### src/sv/gww_pkg.sv
`timescale 1ns / 1ps
`default_nettype none

package gww_pkg;

  // byte codes
  localparam logic [7:0] CH_SPACE = 8'h20;
  localparam logic [7:0] CH_CR    = 8'h0D;
  localparam logic [7:0] CH_NL    = 8'h0A;

  // configuration register
  localparam int CFG_W = 6;
  localparam logic [CFG_W-1:0] WIDTH_RESET = 6'd63;
  localparam int WIDTH_MAX = 63;

  // counters and storage
  localparam int LINE_CNT_W  = 7;
  localparam int WORD_DEPTH_DEF = 64;

  // emitter sequencer
  typedef enum logic [1:0] {
    S_IDLE,
    S_SPACE,
    S_WORD,
    S_NL
  } state_t;

endpackage

`default_nettype wire

### src/sv/greedy_word_wrap.sv
`timescale 1ns / 1ps
`default_nettype none

// channel   dir  handshake                ports
// --------  ---  -----------------------  ------------------------------
// input     in   in_valid / in_stall      in_char, in_end_of_text
// result    out  out_valid / out_stall    out_char, out_last_of_run
// config    in   cfg_valid / cfg_ready    cfg_line_width
//
// An item is taken in the idle state, then its bytes are emitted in order; a word flush first
// reads the word memory, later word bytes stream at one per cycle from its registered read port
// while the output is not stalled. An item with no bytes leaves the sequencer idle.
// The next item is taken the cycle after its last byte enters the output register.
// Reset (rst_n low, synchronous) clears counters, sequencer and line_width to 63.
// A stalled output holds the output register and pauses the sequencer.

module greedy_word_wrap #(
  parameter int WORD_DEPTH = gww_pkg::WORD_DEPTH_DEF
) (
  input  wire                       clk,
  input  wire                       rst_n,
  input  wire                       in_valid,
  output logic                      in_stall,
  input  wire  [7:0]                in_char,
  input  wire                       in_end_of_text,
  output logic                      out_valid,
  input  wire                       out_stall,
  output logic [7:0]                out_char,
  output logic                      out_last_of_run,
  input  wire                       cfg_valid,
  output logic                      cfg_ready,
  input  wire  [gww_pkg::CFG_W-1:0] cfg_line_width
);

  localparam int AW = (WORD_DEPTH > 1) ? $clog2(WORD_DEPTH) : 1;
  localparam int CW = AW + 1;
  localparam int LW = gww_pkg::LINE_CNT_W;
  localparam int SW = ((CW > LW) ? CW : LW) + 1;
  localparam int WCAP_I = (WORD_DEPTH - 1 > gww_pkg::WIDTH_MAX) ?
                          gww_pkg::WIDTH_MAX : WORD_DEPTH - 1;
  localparam logic [SW-1:0] WCAP = SW'(WCAP_I);

  gww_pkg::state_t state_r, state_nxt;

  logic [gww_pkg::CFG_W-1:0] cfg_width_r;
  logic [CW-1:0]  word_cnt_r, word_cnt_nxt;
  logic [LW-1:0]  line_cnt_r, line_cnt_nxt;
  logic [CW-1:0]  wlen_r, rd_idx_r;
  logic [1:0]     nl_r;
  logic           pend_r;
  logic [7:0]     mem_q_r;
  logic [7:0]     word_mem [WORD_DEPTH];

  logic           out_valid_r, out_last_r;
  logic [7:0]     out_char_r;

  logic           in_acc, slot_free, more_rd;
  logic [SW-1:0]  weff, wz;
  logic           plan_sp, wr_en;
  logic [CW-1:0]  plan_wlen, wc1;
  logic [1:0]     plan_nl;
  logic [SW-1:0]  sum_sp, sum_ch;
  logic           load, load_last, rd_en;
  logic [7:0]     load_char;

  assign in_stall  = (state_r != gww_pkg::S_IDLE);
  assign cfg_ready = (state_r == gww_pkg::S_IDLE);
  assign in_acc    = in_valid && !in_stall;
  assign slot_free = !out_valid_r || !out_stall;
  assign more_rd   = (rd_idx_r < wlen_r);

  assign out_valid       = out_valid_r;
  assign out_char        = out_char_r;
  assign out_last_of_run = out_last_r;

  // effective line width: zero acts as one, capped by the word store
  always_comb begin
    wz   = (cfg_width_r == '0) ? SW'(1) : SW'(cfg_width_r);
    weff = (wz > WCAP) ? WCAP : wz;
  end

  // plan for the item on the input: separator, word bytes, newlines
  always_comb begin
    plan_sp      = 1'b0;
    plan_wlen    = '0;
    plan_nl      = 2'd0;
    word_cnt_nxt = word_cnt_r;
    line_cnt_nxt = line_cnt_r;
    wr_en        = 1'b0;
    wc1          = word_cnt_r;
    sum_sp       = SW'(line_cnt_r) + SW'(line_cnt_r != '0) + SW'(word_cnt_r);
    sum_ch       = '0;
    if (in_end_of_text) begin
      plan_wlen    = word_cnt_r;
      plan_nl      = 2'd1;
      word_cnt_nxt = '0;
      line_cnt_nxt = '0;
    end else if (in_char == gww_pkg::CH_SPACE) begin
      plan_sp      = (line_cnt_r != '0);
      plan_wlen    = word_cnt_r;
      word_cnt_nxt = '0;
      if (sum_sp >= weff) begin
        plan_nl      = 2'd1;
        line_cnt_nxt = '0;
      end else begin
        line_cnt_nxt = sum_sp[LW-1:0];
      end
    end else if (in_char == gww_pkg::CH_CR) begin
      plan_sp      = (line_cnt_r != '0);
      plan_wlen    = word_cnt_r;
      plan_nl      = 2'd2;
      word_cnt_nxt = '0;
      line_cnt_nxt = '0;
    end else begin
      if (word_cnt_r < CW'(WORD_DEPTH)) begin
        wr_en = 1'b1;
        wc1   = word_cnt_r + CW'(1);
      end
      word_cnt_nxt = wc1;
      sum_ch       = SW'(line_cnt_r) + SW'(wc1);
      if (sum_ch >= weff) begin
        plan_nl      = 2'd1;
        line_cnt_nxt = '0;
        if (line_cnt_r == '0) begin
          plan_wlen    = wc1;
          word_cnt_nxt = '0;
        end
      end
    end
  end

  // sequencer next state
  always_comb begin
    state_nxt = state_r;
    case (state_r)
      gww_pkg::S_IDLE: begin
        if (in_acc) begin
          if (plan_sp) begin
            state_nxt = gww_pkg::S_SPACE;
          end else if (plan_wlen != '0) begin
            state_nxt = gww_pkg::S_WORD;
          end else if (plan_nl != 2'd0) begin
            state_nxt = gww_pkg::S_NL;
          end
        end
      end
      gww_pkg::S_SPACE: begin
        if (slot_free) begin
          if (wlen_r != '0) begin
            state_nxt = gww_pkg::S_WORD;
          end else if (nl_r != 2'd0) begin
            state_nxt = gww_pkg::S_NL;
          end else begin
            state_nxt = gww_pkg::S_IDLE;
          end
        end
      end
      gww_pkg::S_WORD: begin
        if (pend_r && slot_free && !more_rd) begin
          state_nxt = (nl_r != 2'd0) ? gww_pkg::S_NL : gww_pkg::S_IDLE;
        end
      end
      gww_pkg::S_NL: begin
        if (slot_free && nl_r == 2'd1) begin
          state_nxt = gww_pkg::S_IDLE;
        end
      end
      default: state_nxt = gww_pkg::S_IDLE;
    endcase
  end

  // sequencer outputs: output register load and word memory reads
  always_comb begin
    load      = 1'b0;
    load_char = gww_pkg::CH_NL;
    load_last = 1'b0;
    rd_en     = 1'b0;
    case (state_r)
      gww_pkg::S_SPACE: begin
        if (slot_free) begin
          load      = 1'b1;
          load_char = gww_pkg::CH_SPACE;
          load_last = (wlen_r == '0) && (nl_r == 2'd0);
        end
      end
      gww_pkg::S_WORD: begin
        if (!pend_r) begin
          rd_en = more_rd;
        end else if (slot_free) begin
          load      = 1'b1;
          load_char = mem_q_r;
          load_last = !more_rd && (nl_r == 2'd0);
          rd_en     = more_rd;
        end
      end
      gww_pkg::S_NL: begin
        if (slot_free) begin
          load      = 1'b1;
          load_char = gww_pkg::CH_NL;
          load_last = (nl_r == 2'd1);
        end
      end
      default: begin
        load = 1'b0;
      end
    endcase
  end

  // word store: write on accepted text byte, registered read
  always_ff @(posedge clk) begin
    if (in_acc && wr_en) begin
      word_mem[word_cnt_r[AW-1:0]] <= in_char;
    end
    if (rd_en) begin
      mem_q_r <= word_mem[rd_idx_r[AW-1:0]];
    end
  end

  // control state
  always_ff @(posedge clk) begin
    if (!rst_n) begin
      state_r     <= gww_pkg::S_IDLE;
      cfg_width_r <= gww_pkg::WIDTH_RESET;
      word_cnt_r  <= '0;
      line_cnt_r  <= '0;
      wlen_r      <= '0;
      nl_r        <= 2'd0;
      rd_idx_r    <= '0;
      pend_r      <= 1'b0;
      out_valid_r <= 1'b0;
    end else begin
      state_r <= state_nxt;
      if (cfg_valid && cfg_ready) begin
        cfg_width_r <= cfg_line_width;
      end
      if (in_acc) begin
        word_cnt_r <= word_cnt_nxt;
        line_cnt_r <= line_cnt_nxt;
        wlen_r     <= plan_wlen;
        nl_r       <= plan_nl;
        rd_idx_r   <= '0;
      end else begin
        if (rd_en) begin
          rd_idx_r <= rd_idx_r + CW'(1);
        end
        if (load && state_r == gww_pkg::S_NL) begin
          nl_r <= nl_r - 2'd1;
        end
      end
      if (rd_en) begin
        pend_r <= 1'b1;
      end else if (load && state_r == gww_pkg::S_WORD) begin
        pend_r <= 1'b0;
      end
      // output register: refill on load, empty after a transfer
      if (load) begin
        out_valid_r <= 1'b1;
      end else if (!out_stall) begin
        out_valid_r <= 1'b0;
      end
    end
  end

  // output payload
  always_ff @(posedge clk) begin
    if (load) begin
      out_char_r <= load_char;
      out_last_r <= load_last;
    end
  end

  // checks
  a_word_bound: assert property (@(posedge clk) disable iff (!rst_n)
    word_cnt_r <= CW'(WORD_DEPTH))
    else $error("word count beyond store depth");

  a_pend_word: assert property (@(posedge clk) disable iff (!rst_n)
    pend_r |-> state_r == gww_pkg::S_WORD)
    else $error("read data pending outside word flush");

  a_rd_idx: assert property (@(posedge clk) disable iff (!rst_n)
    state_r == gww_pkg::S_WORD |-> rd_idx_r <= wlen_r)
    else $error("word read index past word length");

  a_nl_left: assert property (@(posedge clk) disable iff (!rst_n)
    state_r == gww_pkg::S_NL |-> nl_r != 2'd0)
    else $error("newline phase with no newline left");

endmodule

`default_nettype wire

### config.mk
export PLATFORM = sky130hd
export DESIGN_NAME = greedy_word_wrap
export DESIGN_NICKNAME = d
export VERILOG_FILES = /design/src/sv/gww_pkg.sv /design/src/sv/greedy_word_wrap.sv
export SDC_FILE = /design/constraint.sdc
export NUM_CORES = 1
export LEC_CHECK = 0
export BUFFER_PORTS_ARGS = -buffer_cell sky130_fd_sc_hd__buf_2
export CORE_UTILIZATION = 45
export DETAILED_ROUTE_END_ITERATION = 8
export PLACE_DENSITY = 0.57
export SLEW_MARGIN = 5
export SYNTH_ARGS = -nofsm -noshare
export SYNTH_HDL_FRONTEND = slang
export SYNTH_SLANG_ARGS = --single-unit
### constraint.sdc
create_clock -name clk -period 4.5 [get_ports clk]
set_clock_uncertainty 0.2 [all_clocks]
set_input_delay 0.675 -clock clk [delete_from_list [all_inputs] [get_ports clk]]
set_output_delay 0.675 -clock clk [all_outputs]
set_load 0.02 [all_outputs]
Word-level counts from Yosys, hierarchy flattened
Memory sizes are Yosys's and may differ from the RTL's. A register that Yosys moved wholly into a read port is not among the register bits.
Index checks and enable logic that the tools add are counted.
{ "classes": {"addsub": 6, "magnitude_cmp": 5, "eq_ne": 12, "n_mux": 66, "bitwise": 1, "reduce_logical": 33} }
{ "op_table": {"columns": ["operator", "count"], "rows": [
  ["two-way mux 7 bit", 19],
  ["two-way mux 2 bit", 14],
  ["two-way mux 1 bit", 24],
  ["nonzero test 7 bit", 3],
  ["two-way mux 6 bit", 3],
  ["greater-or-equal comparator 8 x 6 -> 1 bit", 2],
  ["two-way mux 8 bit", 2],
  ["case mux 8 bit (2 select lines)", 1],
  ["adder 7 x 1 -> 7 bit, second input constant", 2],
  ["zero test 7 bit", 2],
  ["logical AND 1 bit", 10],
  ["nonzero test 2 bit", 5],
  ["adder 7 x 1 -> 8 bit", 1],
  ["adder 7 x 7 -> 8 bit", 1],
  ["adder 8 x 7 -> 8 bit", 1],
  ["equality test 8 x 4 -> 1 bit, second input constant", 1],
  ["equality test 8 x 6 -> 1 bit, second input constant", 1],
  ["case mux 2 bit (4 select lines)", 1],
  ["less-than comparator 7 bit", 1],
  ["less-than comparator 7 bit, second input constant", 1],
  ["> comparator 6 bit, second input constant", 1],
  ["zero test 6 bit", 1],
  ["!= test 2 bit, second input constant", 3],
  ["AND reduction 5 bit", 1],
  ["14 further kinds", 22]
]} }
{ "word_totals": {"reg_bits": 49, "ramBits": 512, "memories": 1} }
{ "mem_list": {"columns": ["memory", "words", "width", "read_ports", "rd_ports_with_merged_regs", "wr", "line_no", "rtl"], "rows": [
  ["word_mem", 64, 8, 1, 1, 1, "greedy_word_wrap.sv:52", "logic [7:0] word_mem [WORD_DEPTH];"]
]} }

Logic depth before layout (Yosys ltp)
{ "logic_depth": {"word_depth": 17, "mapped_depth": 19, "depth_no_buf": 18} }

Least setup slack after synthesis
Ideal clock, no wire load.
{ "synth_path": {"kind": "register to register", "startpoint": "reg line_cnt_r[2]", "endpoint": "reg state_r[0]", "setup_time_ns": 0.072, "t_arrival_ns": 3.856, "slack_ns": 0.372, "path_stages_with_launch": 16, "n_path_buf": 0, "period_less_slack_ns": 4.128, "cell_sequence": "dfxtp_1 > nor4_1 > nand2_1 > fa_1 > a211oi_1 > o21bai_1 > a21oi_1 > xnor2_1 > ha_1 > a2111o_1 > a31oi_1 > o21ai_0 > a31o_1 > a221o_1 > o41ai_4 > mux2i_1"} }
{ "synth_between": {"elab_chain_len": 11} }
{ "synth_rtl": {"columns": ["item", "line_no", "rtl"], "rows": [
  ["start, declared", "greedy_word_wrap.sv:47", "logic [LW-1:0] line_cnt_r, line_cnt_nxt;"],
  ["start signal, assigned", "greedy_word_wrap.sv:238", "line_cnt_r <= line_cnt_nxt;"],
  ["parallel branches: the longest is 11 deep, another holds adder 7 x 1 -> 8 bit", null, null],
  ["end signal, assigned", "greedy_word_wrap.sv:222", "state_r <= gww_pkg::S_IDLE;"],
  ["end signal, assigned", "greedy_word_wrap.sv:232", "state_r <= state_nxt;"],
  ["end, declared", "greedy_word_wrap.sv:43", "gww_pkg::state_t state_r, state_nxt;"]
]} }
Parallel ways; which one is timed is not known. The select of a mux whose other input is x is not followed.
A chain may end at the register's enable or synchronous reset.

Worst setup path after layout
{ "layout_path": {"startpoint": "reg line_cnt_r[3]", "endpoint": "reg state_r[0]"} }
Same word-level chain as after synthesis.

==> flow_summary.ini <==
[timing]
timing.final.ws_setup_ns = 0.233
setup_violations = 0
period_minus_slack_ns = 4.27
fin_setup_tns_ns = 0
slew_headroom_pct = 30.4
worst_slew_pin_slew_ns = 1.04
clock.fmax_mhz = 234
finalHoldViolations = 0
grt_setup_unrepaired = false
finalCritPeriodShare_pct = 94.8
finalMaxSlewViolations = 0
hold_ws_ns = 0.0994

[worst_hold_path]
holdPathStages = 3
hp-class = primary input to flop
min-delay-start = cfg_line_width[1]
min_to = cfg_width_r[1]$_SDFFE_PN1P_

[floorplan]
coreArea_um2 = 51300
die_w_um = 230
rows = 83
die_y_um = 230
num_io_pins = 32
die-area_um2 = 52900
start_util_pct = 45.6

[global_routing]
overflow = 0
grt_antenna_before_repair = 2
grt_max_degree = 65
grt_pass1_wl_um = 81100
first_global_vias = 11900
grt_usage_pct = 21.2

[flow_run]
drv_cap = 0

[cells_and_area]
fin_nets = 1369
stdcell_area_um2 = 26400
drive_gt1_share_pct = 25.0
n_antenna_cell = 0
area_delta_synth_final_pct = 12.7
fin_cells = 2029
final_cell_mix = edfxtp_1, mux4_2, nor2_1, clkbuf_16, nand2_1
final_common_cell = edfxtp_1

[setup_path]
reg2reg_depth = 15
path_class = flop to flop
r2r_end = state_r[0]$_SDFFE_PN0P_
r2r_start = line_cnt_r[3]$_SDFFE_PN0P_
startpoint_type = flop
critPathArrivalTime_ns = 4.60
critPathRequiredTime_ns = 4.83
path_max_fanout = 4
r2r_setup_slack_ns = 0.23
worstSetupEndpointType = flop

[clock_network]
clk_path_buf_depth = 3
cts_max_level = 2
clock-sinks = 569
clk_latency_ns = 0.62
cts_tree = built
cts_buffers = 58
cts-root-buf = clkbuf_16
clk_pin_slew_ns = 0.06
cts_setup_buffers = 0

[power]
p_per_area_nw_per_um2 = 454
power_leakage_nw = 8.35
irDropWorstVdd_mv = 0.283

[logic_synthesis]
synth-seq-cells = 569
synthCells = 1227
ys_warn_count = 0
synth_edf_count = 529
synth_fp_nets = 1290
async_flop_share_pct = 0
ys_seq_area_share_pct = 71.3
synth_ff_type = edfxtp_1
synth_top_area_cell = edfxtp_1
synth_area_per_cell_um2 = 19.1
synth_area_leaders = edfxtp_1, mux4_2, dfxtp_1, ha_1, nor2_1
synth_top_area_share_pct = 67.9
synthDistinctLibCells = 61
synth_area_um2 = 23400

[placed_design]
dp_slack_ns = 0.0940
io_buffer_count = 31
place_inst = 1926
placed_area_um2 = 24600
gp_congestion = 0.856
dp_hpwl_um = 34600

[routing]
vias = 11700
routedWlPerCell_um = 26.9
wirelength_um = 54600
drc = 0
drtIter0Drc = 1073
drt_pass1_iterations = 5
drtAntennaViolNets = 0
vias_per_cell = 5.76

[run_status]
status = finished clean
[state kept, by name (all words and copies together) (netlist names)]
signal,flops
out_last_of_run,1
nl_r,2
out_char,8
rd_idx_r,7
pend_r,1
state_r,2
line_cnt_r,7
out_valid,1
cfg_width_r,6
word_cnt_r,7
mem_q_r,8
word_mem,512
wlen_r,7
[where the power goes]
group / internal [mW] / switching [mW]
Combinational: 0.637 / 0.818
Clock: 2.53 / 2.01
Sequential: 5.89 / 0.0736
Total: 9.06 / 2.90
[cells by family after synthesis]
kind of cell,synth area share (%)
adders and majority gates,2.40
buffers and inverters,1.71
and+or+nand+nor,4.47
xor gates and xnor gates,0.674
muxes,16.3
AOI/OAI and AO/OA,3.15
DFF,71.3
[worst max-delay path by stage]
stage / from / end / slack [ns] / depth (start not counted)
after floorplan: line_cnt_r[2]$_SDFFE_PN0P_ / state_r[0]$_SDFFE_PN0P_ / 0.37 / 15
after global placement: line_cnt_r[3]$_SDFFE_PN0P_ / state_r[1]$_SDFFE_PN0P_ / 0.14 / 15
after detailed placement: line_cnt_r[3]$_SDFFE_PN0P_ / state_r[0]$_SDFFE_PN0P_ / 0.09 / 15
after CTS: line_cnt_r[3]$_SDFFE_PN0P_ / state_r[0]$_SDFFE_PN0P_ / 0.07 / 15
after global routing: word_cnt_r[0]$_SDFFE_PN0P_ / wlen_r[0]$_SDFFE_PN0P_ / 0.04 / 18
final: line_cnt_r[3]$_SDFFE_PN0P_ / state_r[0]$_SDFFE_PN0P_ / 0.23 / 15
[cell usage after synthesis, drive strengths merged (2+ instances only)]
| cell | count |
|---|---|
| nand2 | 52 |
| a221oi | 3 |
| dfxtp | 40 |
| nand2b | 5 |
| nand3b | 3 |
| fa | 3 |
| mux4 | 168 |
| a211oi | 6 |
| a31oi | 7 |
| a41o | 3 |
| a311oi | 2 |
| o21a | 3 |
| a31o | 2 |
| o21ai | 26 |
| o211ai | 6 |
| and2 | 10 |
| a21o | 3 |
| a22oi | 8 |
| ha | 40 |
| nor2b | 12 |
| and3 | 5 |
| mux2i | 2 |
| xnor2 | 13 |
| nand4 | 3 |
| a22o | 3 |
| nor2 | 95 |
| o311ai | 2 |
| or3 | 5 |
| o22ai | 2 |
| nor4 | 6 |
| a21oi | 20 |
| edfxtp | 529 |
| nand3 | 13 |
| buf | 27 |
| clkbuf | 32 |
| nand4b | 2 |
| nor3 | 9 |
| o211a | 2 |
| inv | 35 |
| xor2 | 5 |
[per-stage QoR]
step	total power [mW]	util [%]
floorplan	7.06	-
global placement	7.53	47.9
detailed placement	7.55	47.9
CTS	12.1	51.3
global route	12.4	51.4
finish	12.0	51.4
[area by class of cell]
class	instances	area [um2]
fill	4180	24900
sequential	569	16700
multi-input combinational	564	6330
clock buffer	69	1490
tap	680	851
timing repair buffer	78	583
clock inverter	34	274
inverter	35	131
[layer usage]
layer  GRT usage [%]  routed length (um)  up-vias  share of wire, %
met2            34.5               26800      362                49
met3            3.71                3500       68               6.4
li1                -                   -     5146                 -
met4            5.73                1120        0               2.0
met5               0                   0        -                 0
met1            29.7               23200     6112                43
[worst max-delay path, stage by stage, from the launching register on]
cell	delay, ns
dfxtp_1	0.35
nor4_2	0.34
nand2_1	0.16
fa_2	0.39
a211oi_2	0.19
o21bai_1	0.11
a21oi_1	0.19
xnor2_1	0.17
ha_1	0.29
a2111o_1	0.41
a31oi_1	0.13
o21ai_0	0.09
a31o_1	0.22
a221o_1	0.40
o41ai_4	0.34
mux2i_1	0.21
[timing repair]
action / 4_1_cts / 5_1_grt
hold buffers: 0 / 0
gates resized for setup: 0 / 4
endpoints found under the hold margin: 0 / 0
endpoints found under the setup margin: 0 / 4
Power figures use the tool's default switching activity.
